===== src/hdl/ptf_pkg.sv =====
// Shared constants and the attenuation lookup for the PSG to FM register translator.
`default_nettype none
package ptf_pkg;

  localparam int unsigned DIVIDEND_W = 24;
  localparam int unsigned DIVISOR_W  = 12;
  localparam int unsigned CNT_W      = $clog2(DIVIDEND_W + 1);

  localparam logic [DIVIDEND_W-1:0] TONE_SCALE_RST = 24'd2345678;
  localparam logic [DIVIDEND_W-1:0] FNUM_LIMIT     = 24'h000400;

  localparam logic [3:0] REG_MIXER = 4'd7;

  localparam logic [7:0] FM_TONE_LO_BASE  = 8'hA0;
  localparam logic [7:0] FM_TONE_HI_BASE  = 8'hB0;
  localparam logic [7:0] FM_NOISE_LO      = 8'hA7;
  localparam logic [7:0] FM_NOISE_HI      = 8'hB7;
  localparam logic [7:0] FM_KEY_ON        = 8'h20;
  localparam logic [7:0] FM_TONE_LVL_BASE = 8'h43;
  localparam logic [7:0] FM_NOISE_LVL     = 8'h54;
  localparam logic [7:0] ATTEN_OFF        = 8'hFF;
  localparam logic [3:0] LEVEL_ENVELOPE   = 4'd12;

  function automatic logic [7:0] atten(input logic [3:0] level);
    logic [7:0] res;
    case (level)
      4'd0:    res = 8'hFF;
      4'd1:    res = 8'h3F;
      4'd2:    res = 8'h3F;
      4'd3:    res = 8'h3F;
      4'd4:    res = 8'h2C;
      4'd5:    res = 8'h26;
      4'd6:    res = 8'h22;
      4'd7:    res = 8'h1D;
      4'd8:    res = 8'h16;
      4'd9:    res = 8'h12;
      4'd10:   res = 8'h0C;
      4'd11:   res = 8'h0A;
      4'd12:   res = 8'h07;
      4'd13:   res = 8'h05;
      4'd14:   res = 8'h02;
      default: res = 8'h00;
    endcase
    return res;
  endfunction

endpackage
`default_nettype wire


===== src/hdl/ptf_div.sv =====
// Radix-2 restoring divider, one quotient bit per clock.
`default_nettype none
module ptf_div (
  input  wire logic                              clk,
  input  wire logic                              rst_n,
  input  wire logic                              start,
  input  wire logic [ptf_pkg::DIVIDEND_W-1:0]    dividend,
  input  wire logic [ptf_pkg::DIVISOR_W-1:0]     divisor,
  output logic                                   done,
  output logic [ptf_pkg::DIVIDEND_W-1:0]         quotient
);

  logic [ptf_pkg::DIVISOR_W-1:0]  rem_r, rem_nxt;
  logic [ptf_pkg::DIVIDEND_W-1:0] quo_r, quo_nxt;
  logic [ptf_pkg::DIVISOR_W-1:0]  dvs_r, dvs_nxt;
  logic [ptf_pkg::CNT_W-1:0]      cnt_r, cnt_nxt;
  logic                           busy_r, busy_nxt;
  logic                           done_r, done_nxt;
  logic [ptf_pkg::DIVISOR_W:0]    trial;
  logic                           fits;

  assign trial = {rem_r, quo_r[ptf_pkg::DIVIDEND_W-1]};
  assign fits  = trial >= {1'b0, dvs_r};

  always_comb begin
    rem_nxt  = rem_r;
    quo_nxt  = quo_r;
    dvs_nxt  = dvs_r;
    cnt_nxt  = cnt_r;
    busy_nxt = busy_r;
    done_nxt = 1'b0;
    if (start) begin
      rem_nxt  = '0;
      quo_nxt  = dividend;
      dvs_nxt  = divisor;
      cnt_nxt  = ptf_pkg::CNT_W'(ptf_pkg::DIVIDEND_W);
      busy_nxt = 1'b1;
    end else if (busy_r) begin
      rem_nxt = fits ? ptf_pkg::DIVISOR_W'(trial - {1'b0, dvs_r})
                     : trial[ptf_pkg::DIVISOR_W-1:0];
      quo_nxt = {quo_r[ptf_pkg::DIVIDEND_W-2:0], fits};
      cnt_nxt = cnt_r - 1'b1;
      if (cnt_r == ptf_pkg::CNT_W'(1)) begin
        busy_nxt = 1'b0;
        done_nxt = 1'b1;
      end
    end
  end

  always_ff @(posedge clk) begin
    rem_r <= rem_nxt;
    quo_r <= quo_nxt;
    dvs_r <= dvs_nxt;
    cnt_r <= cnt_nxt;
    if (!rst_n) begin
      busy_r <= 1'b0;
      done_r <= 1'b0;
    end else begin
      busy_r <= busy_nxt;
      done_r <= done_nxt;
    end
  end

  assign done     = done_r;
  assign quotient = quo_r;

endmodule
`default_nettype wire


===== src/hdl/psg_to_fm_register_translator.sv =====
// Top level of the PSG to FM register translator: register file, sequencer and output register.
`default_nettype none
// Each accepted word is a write to one of the sixteen sound generator registers; the block
// stores it and produces zero to six FM register writes, the final one flagged by
// out_last_write. A tone period write goes through two register file reads, the shared
// divider (24 quotient bits, then a done strobe), one normalization step per octave (up
// to 14), the pick of the first slot, and the load of the first word; a zero period skips
// the divider. Further tone words follow back to back unless the output side stalls. An
// amplitude write reads its level register and loads two words, a mixer write does so for
// each of the three channels, and other registers only update the register file.
// in_stall stays high until the last FM word has been loaded into the output register.
module psg_to_fm_register_translator (
  input  wire logic        clk,
  input  wire logic        rst_n,
  input  wire logic        cfg_write_enable,
  input  wire logic [23:0] cfg_write_data,
  input  wire logic        in_valid,
  output logic             in_stall,
  input  wire logic [3:0]  in_reg_index,
  input  wire logic [7:0]  in_reg_value,
  output logic             out_valid,
  input  wire logic        out_stall,
  output logic [7:0]       out_fm_address,
  output logic [7:0]       out_fm_data,
  output logic             out_last_write
);

  localparam logic [2:0] S_IDLE  = 3'd0;
  localparam logic [2:0] S_RD_LO = 3'd1;
  localparam logic [2:0] S_RD_HI = 3'd2;
  localparam logic [2:0] S_DIV   = 3'd3;
  localparam logic [2:0] S_NORM  = 3'd4;
  localparam logic [2:0] S_TONE  = 3'd5;
  localparam logic [2:0] S_VRD   = 3'd6;
  localparam logic [2:0] S_VOL   = 3'd7;

  logic [7:0]  regs_r [16];
  logic [23:0] scale_r;
  logic [2:0]  state_r, state_nxt;
  logic [1:0]  ch_r, ch_nxt;
  logic        mix_all_r, mix_all_nxt;
  logic [7:0]  lo_r, lo_nxt;
  logic [3:0]  hi_nib;
  logic [23:0] q_r, q_nxt;
  logic [3:0]  oct_r, oct_nxt;
  logic [1:0]  step_r, step_nxt;
  logic [3:0]  level_r, level_nxt;
  logic        out_valid_r, out_valid_nxt;
  logic [7:0]  out_addr_r, out_addr_nxt;
  logic [7:0]  out_data_r, out_data_nxt;
  logic        out_last_r, out_last_nxt;

  logic        in_acc;
  logic        out_free;
  logic [3:0]  rd_addr;
  logic [7:0]  rd_data;
  logic [7:0]  mix;
  logic [2:0]  tone_off;
  logic [2:0]  noise_off;
  logic        div_start;
  logic        div_done;
  logic [23:0] div_quo;
  logic [7:0]  fnum_lo;
  logic [7:0]  fnum_hi;
  logic [7:0]  lvl_data;

  assign in_stall  = state_r != S_IDLE;
  assign in_acc    = in_valid && !in_stall;
  assign out_free  = !out_valid_r || !out_stall;
  assign mix       = regs_r[ptf_pkg::REG_MIXER];
  assign tone_off  = mix[2:0];
  assign noise_off = mix[5:3];
  assign rd_data   = regs_r[rd_addr];
  assign hi_nib    = rd_data[3:0];
  assign fnum_lo   = q_r[7:0];
  assign fnum_hi   = {2'b00, oct_r, 2'b00} | ptf_pkg::FM_KEY_ON | {6'b0, q_r[9:8]};
  assign lvl_data  = ptf_pkg::atten(level_r);

  always_comb begin
    case (state_r)
      S_RD_LO: rd_addr = {1'b0, ch_r, 1'b0};
      S_RD_HI: rd_addr = {1'b0, ch_r, 1'b1};
      S_VRD:   rd_addr = {2'b10, ch_r};
      default: rd_addr = ptf_pkg::REG_MIXER;
    endcase
  end

  ptf_div u_div (
    .clk      (clk),
    .rst_n    (rst_n),
    .start    (div_start),
    .dividend (scale_r),
    .divisor  ({hi_nib, lo_r}),
    .done     (div_done),
    .quotient (div_quo)
  );

  always_comb begin
    state_nxt     = state_r;
    ch_nxt        = ch_r;
    mix_all_nxt   = mix_all_r;
    lo_nxt        = lo_r;
    q_nxt         = q_r;
    oct_nxt       = oct_r;
    step_nxt      = step_r;
    level_nxt     = level_r;
    out_valid_nxt = out_valid_r && out_stall;
    out_addr_nxt  = out_addr_r;
    out_data_nxt  = out_data_r;
    out_last_nxt  = out_last_r;
    div_start     = 1'b0;
    case (state_r)
      S_IDLE: begin
        if (in_acc) begin
          mix_all_nxt = 1'b0;
          if (in_reg_index <= 4'd5) begin
            ch_nxt    = in_reg_index[2:1];
            state_nxt = S_RD_LO;
          end else if (in_reg_index == ptf_pkg::REG_MIXER) begin
            ch_nxt      = 2'd0;
            mix_all_nxt = 1'b1;
            state_nxt   = S_VRD;
          end else if (in_reg_index >= 4'd8 && in_reg_index <= 4'd10) begin
            ch_nxt    = in_reg_index[1:0];
            state_nxt = S_VRD;
          end
        end
      end
      S_RD_LO: begin
        lo_nxt    = rd_data;
        state_nxt = S_RD_HI;
      end
      S_RD_HI: begin
        oct_nxt = '0;
        if (hi_nib == 4'd0 && lo_r == 8'd0) begin
          q_nxt     = 24'd1;
          state_nxt = S_NORM;
        end else begin
          div_start = 1'b1;
          state_nxt = S_DIV;
        end
      end
      S_DIV: begin
        if (div_done) begin
          q_nxt     = div_quo;
          state_nxt = S_NORM;
        end
      end
      S_NORM: begin
        if (q_r > ptf_pkg::FNUM_LIMIT) begin
          q_nxt   = q_r >> 1;
          oct_nxt = oct_r + 1'b1;
        end else if (!tone_off[ch_r]) begin
          step_nxt  = 2'd0;
          state_nxt = S_TONE;
        end else if (!noise_off[ch_r]) begin
          step_nxt  = 2'd2;
          state_nxt = S_TONE;
        end else begin
          state_nxt = S_IDLE;
        end
      end
      S_TONE: begin
        if (out_free) begin
          out_valid_nxt = 1'b1;
          out_last_nxt  = 1'b0;
          case (step_r)
            2'd0: begin
              out_addr_nxt = ptf_pkg::FM_TONE_LO_BASE | {6'b0, ch_r};
              out_data_nxt = fnum_lo;
              step_nxt     = 2'd1;
            end
            2'd1: begin
              out_addr_nxt = ptf_pkg::FM_TONE_HI_BASE | {6'b0, ch_r};
              out_data_nxt = fnum_hi;
              if (noise_off[ch_r]) begin
                out_last_nxt = 1'b1;
                state_nxt    = S_IDLE;
              end else begin
                step_nxt = 2'd2;
              end
            end
            2'd2: begin
              out_addr_nxt = ptf_pkg::FM_NOISE_LO;
              out_data_nxt = fnum_lo;
              step_nxt     = 2'd3;
            end
            default: begin
              out_addr_nxt = ptf_pkg::FM_NOISE_HI;
              out_data_nxt = fnum_hi;
              out_last_nxt = 1'b1;
              state_nxt    = S_IDLE;
            end
          endcase
        end
      end
      S_VRD: begin
        level_nxt = rd_data[4] ? ptf_pkg::LEVEL_ENVELOPE : rd_data[3:0];
        step_nxt  = 2'd0;
        state_nxt = S_VOL;
      end
      S_VOL: begin
        if (out_free) begin
          out_valid_nxt = 1'b1;
          out_last_nxt  = 1'b0;
          if (step_r == 2'd0) begin
            out_addr_nxt = ptf_pkg::FM_TONE_LVL_BASE + {6'b0, ch_r};
            out_data_nxt = tone_off[ch_r] ? ptf_pkg::ATTEN_OFF : lvl_data;
            step_nxt     = 2'd1;
          end else begin
            out_addr_nxt = ptf_pkg::FM_NOISE_LVL;
            out_data_nxt = (noise_off == 3'b111) ? ptf_pkg::ATTEN_OFF : lvl_data;
            if (mix_all_r && ch_r != 2'd2) begin
              ch_nxt    = ch_r + 1'b1;
              state_nxt = S_VRD;
            end else begin
              out_last_nxt = 1'b1;
              state_nxt    = S_IDLE;
            end
          end
        end
      end
      default: state_nxt = S_IDLE;
    endcase
  end

  always_ff @(posedge clk) begin
    if (!rst_n) begin
      for (int i = 0; i < 16; i++) begin
        regs_r[i] <= '0;
      end
      scale_r     <= ptf_pkg::TONE_SCALE_RST;
      state_r     <= S_IDLE;
      out_valid_r <= 1'b0;
    end else begin
      if (in_acc) begin
        regs_r[in_reg_index] <= in_reg_value;
      end
      if (cfg_write_enable) begin
        scale_r <= cfg_write_data;
      end
      state_r     <= state_nxt;
      out_valid_r <= out_valid_nxt;
    end
  end

  always_ff @(posedge clk) begin
    ch_r       <= ch_nxt;
    mix_all_r  <= mix_all_nxt;
    lo_r       <= lo_nxt;
    q_r        <= q_nxt;
    oct_r      <= oct_nxt;
    step_r     <= step_nxt;
    level_r    <= level_nxt;
    out_addr_r <= out_addr_nxt;
    out_data_r <= out_data_nxt;
    out_last_r <= out_last_nxt;
  end

  assign out_valid      = out_valid_r;
  assign out_fm_address = out_addr_r;
  assign out_fm_data    = out_data_r;
  assign out_last_write = out_last_r;

endmodule
`default_nettype wire


===== config.mk =====
export PLATFORM = sky130hd
export DESIGN_NAME = psg_to_fm_register_translator
export DESIGN_NICKNAME = d
export VERILOG_FILES = /design/src/hdl/ptf_pkg.sv /design/src/hdl/ptf_div.sv /design/src/hdl/psg_to_fm_register_translator.sv
export SDC_FILE = /design/constraint.sdc
export NUM_CORES = 1
export LEC_CHECK = 0
export ABC_AREA = 1
export ABC_CLOCK_PERIOD_IN_PS = 6000
export BUFFER_PORTS_ARGS = -buffer_cell sky130_fd_sc_hd__buf_4
export CELL_PAD_IN_SITES_DETAIL_PLACEMENT = 1
export CELL_PAD_IN_SITES_GLOBAL_PLACEMENT = 1
export CORE_ASPECT_RATIO = 0.8
export CORE_MARGIN = 2
export CORE_UTILIZATION = 50
export CTS_CLUSTER_DIAMETER = 50
export DETAILED_ROUTE_END_ITERATION = 10
export PLACE_DENSITY_LB_ADDON = 0.1
export SYNTH_ARGS = -nofsm -noshare
export SYNTH_HDL_FRONTEND = slang
export SYNTH_SLANG_ARGS = --single-unit

===== constraint.sdc =====
create_clock -name clk -period 6 [get_ports clk]
set_clock_uncertainty 0.1 [all_clocks]
set_input_delay 1.8 -clock clk [delete_from_list [all_inputs] [get_ports clk]]
set_output_delay 1.8 -clock clk [all_outputs]
set_load 0.03 [all_outputs]

=== Word-level counts from Yosys, hierarchy flattened ===
Memory sizes are Yosys's and may differ from the RTL's. A register that Yosys moved wholly into a read port is not among the register bits.
Cells that the tools add are included.

* Bits of input ports: 41
* Logic and storage cells: 176
* Flip-flop bits (word level): 145
* Output and inout port bits: 19
* Memories: 2
* Bits in writable memories: 128
* ROM bits: 128

{| class="wikitable"
|+ Memory list
! name !! depth !! bits a word !! read ports !! clocked after Yosys merged registers in !! write ports !! RTL line !! RTL
|-
| (name not given) || 16 || 8 || 1 || 1 || 0 || ptf_pkg.sv:26 || <nowiki>case (level)</nowiki>
|-
| regs_r || 16 || 8 || 2 || 0 || 16 || psg_to_fm_register_translator.sv:37 || <nowiki>logic [7:0] regs_r [16];</nowiki>
|}

* Bitwise operators: 3
* Mux-type cells: 83
* $add $sub $neg: 5
* $lt $le $gt $ge: 6
* Reduce and logical (&&, ||, !) cells: 31
* Eq/ne operators: 27

{| class="wikitable"
|+ Operators by type and width
! cell !! number
|-
| 24-bit 2-to-1 mux || 5
|-
| 8-bit 2-to-1 mux || 10
|-
| 24-bit case mux with 3 select lines || 1
|-
| 3-bit 2-to-1 mux || 14
|-
| 8-bit case mux with 2 select lines || 2
|-
| 2-bit 2-to-1 mux || 13
|-
| 24-bit by 11-bit > comparator with 1-bit output (second input constant) || 1
|-
| 3-bit case mux with 8 select lines || 1
|-
| 2-bit != test (second input constant) || 11
|-
| 1-bit 2-to-1 mux || 21
|-
| 4-bit 2-to-1 mux || 4
|-
| 3-bit equality test (second input constant) || 5
|-
| 5-bit case mux with 3 select lines || 1
|-
| 13-bit by 12-bit greater-or-equal comparator with 1-bit output || 1
|-
| 12-bit 2-to-1 mux || 1
|-
| 4-bit case mux with 3 select lines || 1
|-
| 6-bit AND reduction || 2
|-
| 12-bit subtractor || 1
|-
| 9-bit AND reduction || 1
|-
| 7-bit by 2-bit adder with 8-bit output (first input constant) || 1
|-
| 8-bit zero test || 1
|-
| 2-bit case mux with 4 select lines || 1
|-
| 4-bit case mux with 2 select lines || 1
|-
| 2-bit nonzero test || 4
|-
| 38 further kinds || 51
|}

=== Logic depth before layout (Yosys ltp) ===
* Depth in word-level cells: 8
* Gate-level depth with buffers: 19

=== By module ===
From an unflattened synthesis, not the netlist that was laid out.

* Cells, all modules: 1410
* Area, all modules: 12622.1 um^2

{| class="wikitable"
|+ By module, submodules not included
! module !! area each (um^2) !! seq. area each (um^2) !! cells an instance !! times used
|-
| psg_to_fm_register_translator || 9581.7 || 5715.5 || 1023 || 1
|-
| ptf_div || 3040.4 || 1461.4 || 387 || 1
|}

=== Worst setup path after synthesis ===
No wires, ideal clock.

* Path kind: input-to-reg
* Start point: in rst_n
* End point: mem regs_r[0][0], enable pin
* Stages on the path: 6
* Library setup time: 0.329 ns
* Buffers on the path: 0
* Data arrival time: 3.079 ns
* Setup slack: 2.493 ns
* Cells stage by stage: clkinv_1 nor2_1 inv_1 nor3_1 nand2_1 nand2_1

{| class="wikitable"
|+ RTL lines
! element !! RTL line !! RTL
|-
| from (decl) || psg_to_fm_register_translator.sv:14 || <nowiki>input wire logic rst_n,</nowiki>
|-
| to (decl) || psg_to_fm_register_translator.sv:37 ||
|}

=== Final worst setup path ===
* Start point: reg state_r[2]
* End point: reg u_div.quo_r (netlist bit u_div.quotient[15]), enable pin

* Cells in the longest elaborated chain, start to end: 8

{| class="wikitable"
|+ Ends and longest elaborated chain
! element !! RTL line !! RTL
|-
| from (decl) || psg_to_fm_register_translator.sv:39 || <nowiki>logic [2:0] state_r, state_nxt;</nowiki>
|-
| from (signal assigned) || psg_to_fm_register_translator.sv:242 || <nowiki>state_r <= state_nxt;</nowiki>
|-
| 3-bit equality test (tied with other cells) || psg_to_fm_register_translator.sv:80 || <nowiki>case (state_r)</nowiki>
|-
| 4-bit case mux with 3 select lines (*) || psg_to_fm_register_translator.sv:80 ||
|-
| memory read 16 x 8 bit (*) || n/a ||
|-
| net rd_data[2] || psg_to_fm_register_translator.sv:56 || <nowiki>logic [7:0] rd_data;</nowiki>
|-
| 4-bit zero test (*) || psg_to_fm_register_translator.sv:135 || <nowiki>if (hi_nib == 4'd0 && lo_r == 8'd0) begin</nowiki>
|-
| 1-bit logical AND (*) || psg_to_fm_register_translator.sv:135 ||
|-
| 1-bit 2-to-1 mux (*) || psg_to_fm_register_translator.sv:135 ||
|-
| 1-bit 2-to-1 mux (*) || psg_to_fm_register_translator.sv:112 || <nowiki>case (state_r)</nowiki>
|-
| 2-bit nonzero test (no line) (*) || n/a ||
|-
| to (signal assigned) || ptf_div.sv:52 || <nowiki>quo_r <= quo_nxt;</nowiki>
|-
| to (decl) || ptf_div.sv:14 || <nowiki>logic [ptf_pkg::DIVIDEND_W-1:0] quo_r, quo_nxt;</nowiki>
|}

The timed path passes the listed nets; every way through them passes the cells marked *.
A chain may end at the register's enable or synchronous reset.

==> impl_metrics.yaml <==
die:
  core_area_um2: 24300
  fp.dieH_um: 145
  num_rows: 51
  io-pin-count: 60
  dieWidth_um: 180
  dieArea_um2: 26000
  initial_utilization: 0.508
global_routing:
  grtUsageMet1: 0.425
  grt_antenna_before_repair: 0
  gr-usage-met2: 0.411
  met3_usage: 0.0546
  first_global_vias: 9858
  grt-busiest-layer: "met1"
  grt_overflow_total: 0
  grt_use_total: 0.281
  grt_max_degree: 70
  grt_pass1_wl_um: 56000
synth:
  synth-async-reset-ratio: 0
  yosysSeqAreaShare: 0.591
  ys.flop_type: "edfxtp_1"
  synth_top_cells_by_area: "edfxtp_1 (50%), nand2_1 (9.5%), dfxtp_1 (8.8%), nor2_1 (6.0%), nand3_1 (5.0%)"
  syn-num-nets: 1396
  ys_seq_elements: 261
  yosys_warnings: 0
  synthesis.area_um2: 12300
  synth_common_cells: "nand2_1 (313), edfxtp_1 (207), nor2_1 (197), inv_1 (126), nand3_1 (124)"
  syn_inst: 1330
  avgSynthCellArea_um2: 9.28
  synth.distinct_cells: 50
  synth_most_common_cell: "nand2_1"
  synth_top_area_share: 0.504
  yosysTopAreaCell: "edfxtp_1"
  synth_edf_count: 207
sta:
  finalCriticalPeriod_ps: 4310
  fin_setup_tns_ps: 0
  setup_viol: 0
  slew_headroom: 0.320
  finalMaxSlewViolations: 0
  final-hold-violation-count: 0
  setup_slack_ps: 1690
  fmax_ghz: 0.232
  tightest_slew_ps: 1020
  fin_crit_sh: 0.719
  rsz0062_at_grt: "false"
placed_design:
  portBuffers: 58
  globalplace.congestion: 0.864
  dp_hpwl_um: 24800
  dp_slack_ps: 1290
routing:
  drc: 0
  drt_iter0_drc: 905
  drtPass1Iterations: 5
  drtAntennaViolNets: 0
  vias: 9888
  wl_per_cell_um: 21.0
  wl_um: 36200
  drt-vias-per-instance: 5.74
clocking:
  cts.sinks: 261
  hold_buffers: 0
  cts_resized: 0
  numCtsBuffers: 34
  cts_root_buffer: "clkbuf_16"
  clk_latency_ps: 510
  clk_pin_slew_ps: 60
  cts_tree: "built"
  cts_setup_buffers: 0
  htree_levels: 2
  clock_path_buffers: 3
layout:
  final_util: 0.581
  nets: 1446
  drive_above_1_share: 0.113
  synthToLayoutAreaGrowth_pct: 14.3
  n_antenna_cell: 0
critical_path:
  endpoint_kind: "flop"
  required_ps: 5970
  crit_type: "flop to flop"
  crit_fanout: 50
  startpoint_type: "flop"
  crit_arrival_ps: 4280
hold_path:
  hold_class: "flop to flop"
power_and_ir_drop:
  leakage_nw: 5.91
  power_density_nw_per_um2: 504
  ir_drop_mv: 0.242
  power.total_w: 0.00711
job:
  cap_violations: 0
status:
  status: "finished, final reports clean"
final timing paths:
check,startpoint,to,slack [ps],cells after the start
setup / recovery,state_r[2]$_SDFFE_PN0P_,u_div.quotient[15]$_DFFE_PP_,1690,13
hold / removal,scale_r[16]$_SDFFE_PN1P_,scale_r[16]$_SDFFE_PN1P_,360,2
setup reg to reg,state_r[2]$_SDFFE_PN0P_,u_div.quotient[15]$_DFFE_PP_,1690,13
hold reg to reg,scale_r[16]$_SDFFE_PN1P_,scale_r[16]$_SDFFE_PN1P_,360,2
stage by stage:
step,cell area [um2],instances,hold slack (ps)
6_report,14100,1722,361
5_1_grt,14100,1722,361
4_1_cts,14100,1722,358
3_5_place_dp,13000,1662,339
3_3_place_gp,13000,1662,336
2_1_floorplan,12300,1330,327
cell type report:
class / instances / area (um2)
Sequential cell: 261 / 7300
Multi-Input combinational cell: 882 / 4280
Inverter: 134 / 505
Clock inverter: 16 / 150
Fill cell: 2786 / 10200
Timing Repair Buffer: 67 / 503
Clock buffer: 44 / 982
Tap cell: 318 / 398
worst max-delay path: stages, from the launching register on:
cell and delay [ps]:
dfxtp_1 570, inv_4 110, o21ai_1 230, nand2_2 590
nand2_1 230, nand3_1 90, nand3_1 210, nand2_1 80
nand2_1 90, nand2_1 120, nor2_2 200, a21oi_4 80
nor2_1 500, inv_1 650
report_power, final:
group	leakage, nW	switching [W]	total [W]	internal (W)
combinational	2.86	0.00167	0.00235	0.000676
sequential	2.50	0.000216	0.00272	0.00251
clock	0.554	0.000786	0.00204	0.00125
cell families after synthesis:
group / after synthesis / synth area share
compound gates: 168 / 0.0829
xor+xnor: 11 / 0.00780
fa+ha+maj: 25 / 0.0259
buf+inv: 187 / 0.0625
flops: 261 / 0.591
other cells: 1 / 0.000304
simple gates: 677 / 0.229
layer usage:
metal  routed length (um)  vias up
li1                     -     4575
met1                17600     4867
met2                15100      389
met3                 2750       57
met4                  768        0
met5                    0        -
cells in the final DEF, fill, tap and decap left out, types with 7 or more instances in the layout:
| cell type | instances |
|---|---|
| a21oi_1 | 26 |
| nand4_1 | 9 |
| ha_1 | 24 |
| inv_1 | 126 |
| o21ai_0 | 67 |
| clkbuf_16 | 37 |
| edfxtp_1 | 207 |
| clkinv_1 | 7 |
| buf_4 | 67 |
| a21oi_2 | 8 |
| nand2_1 | 313 |
| o22ai_1 | 20 |
| o21ai_1 | 8 |
| dfxtp_1 | 54 |
| nor3_1 | 11 |
| nand3_1 | 124 |
| nor2_1 | 196 |
state kept, by name (all words and copies together) (netlist names):
name,flops
regs_r,112
q_r,24
scale_r,24
u_div.quotient,24
u_div.dvs_r,12
u_div.rem_r,12
lo_r,8
out_fm_data,8
lvl_data,7
out_fm_address,6
u_div.cnt_r,5
level_r,4
oct_r,3
state_r,3
ch_r,2
step_r,2
mix_all_r,1
out_last_write,1
out_valid,1
u_div.busy_r,1
u_div.done,1
(Power assumes the default switching activity.)
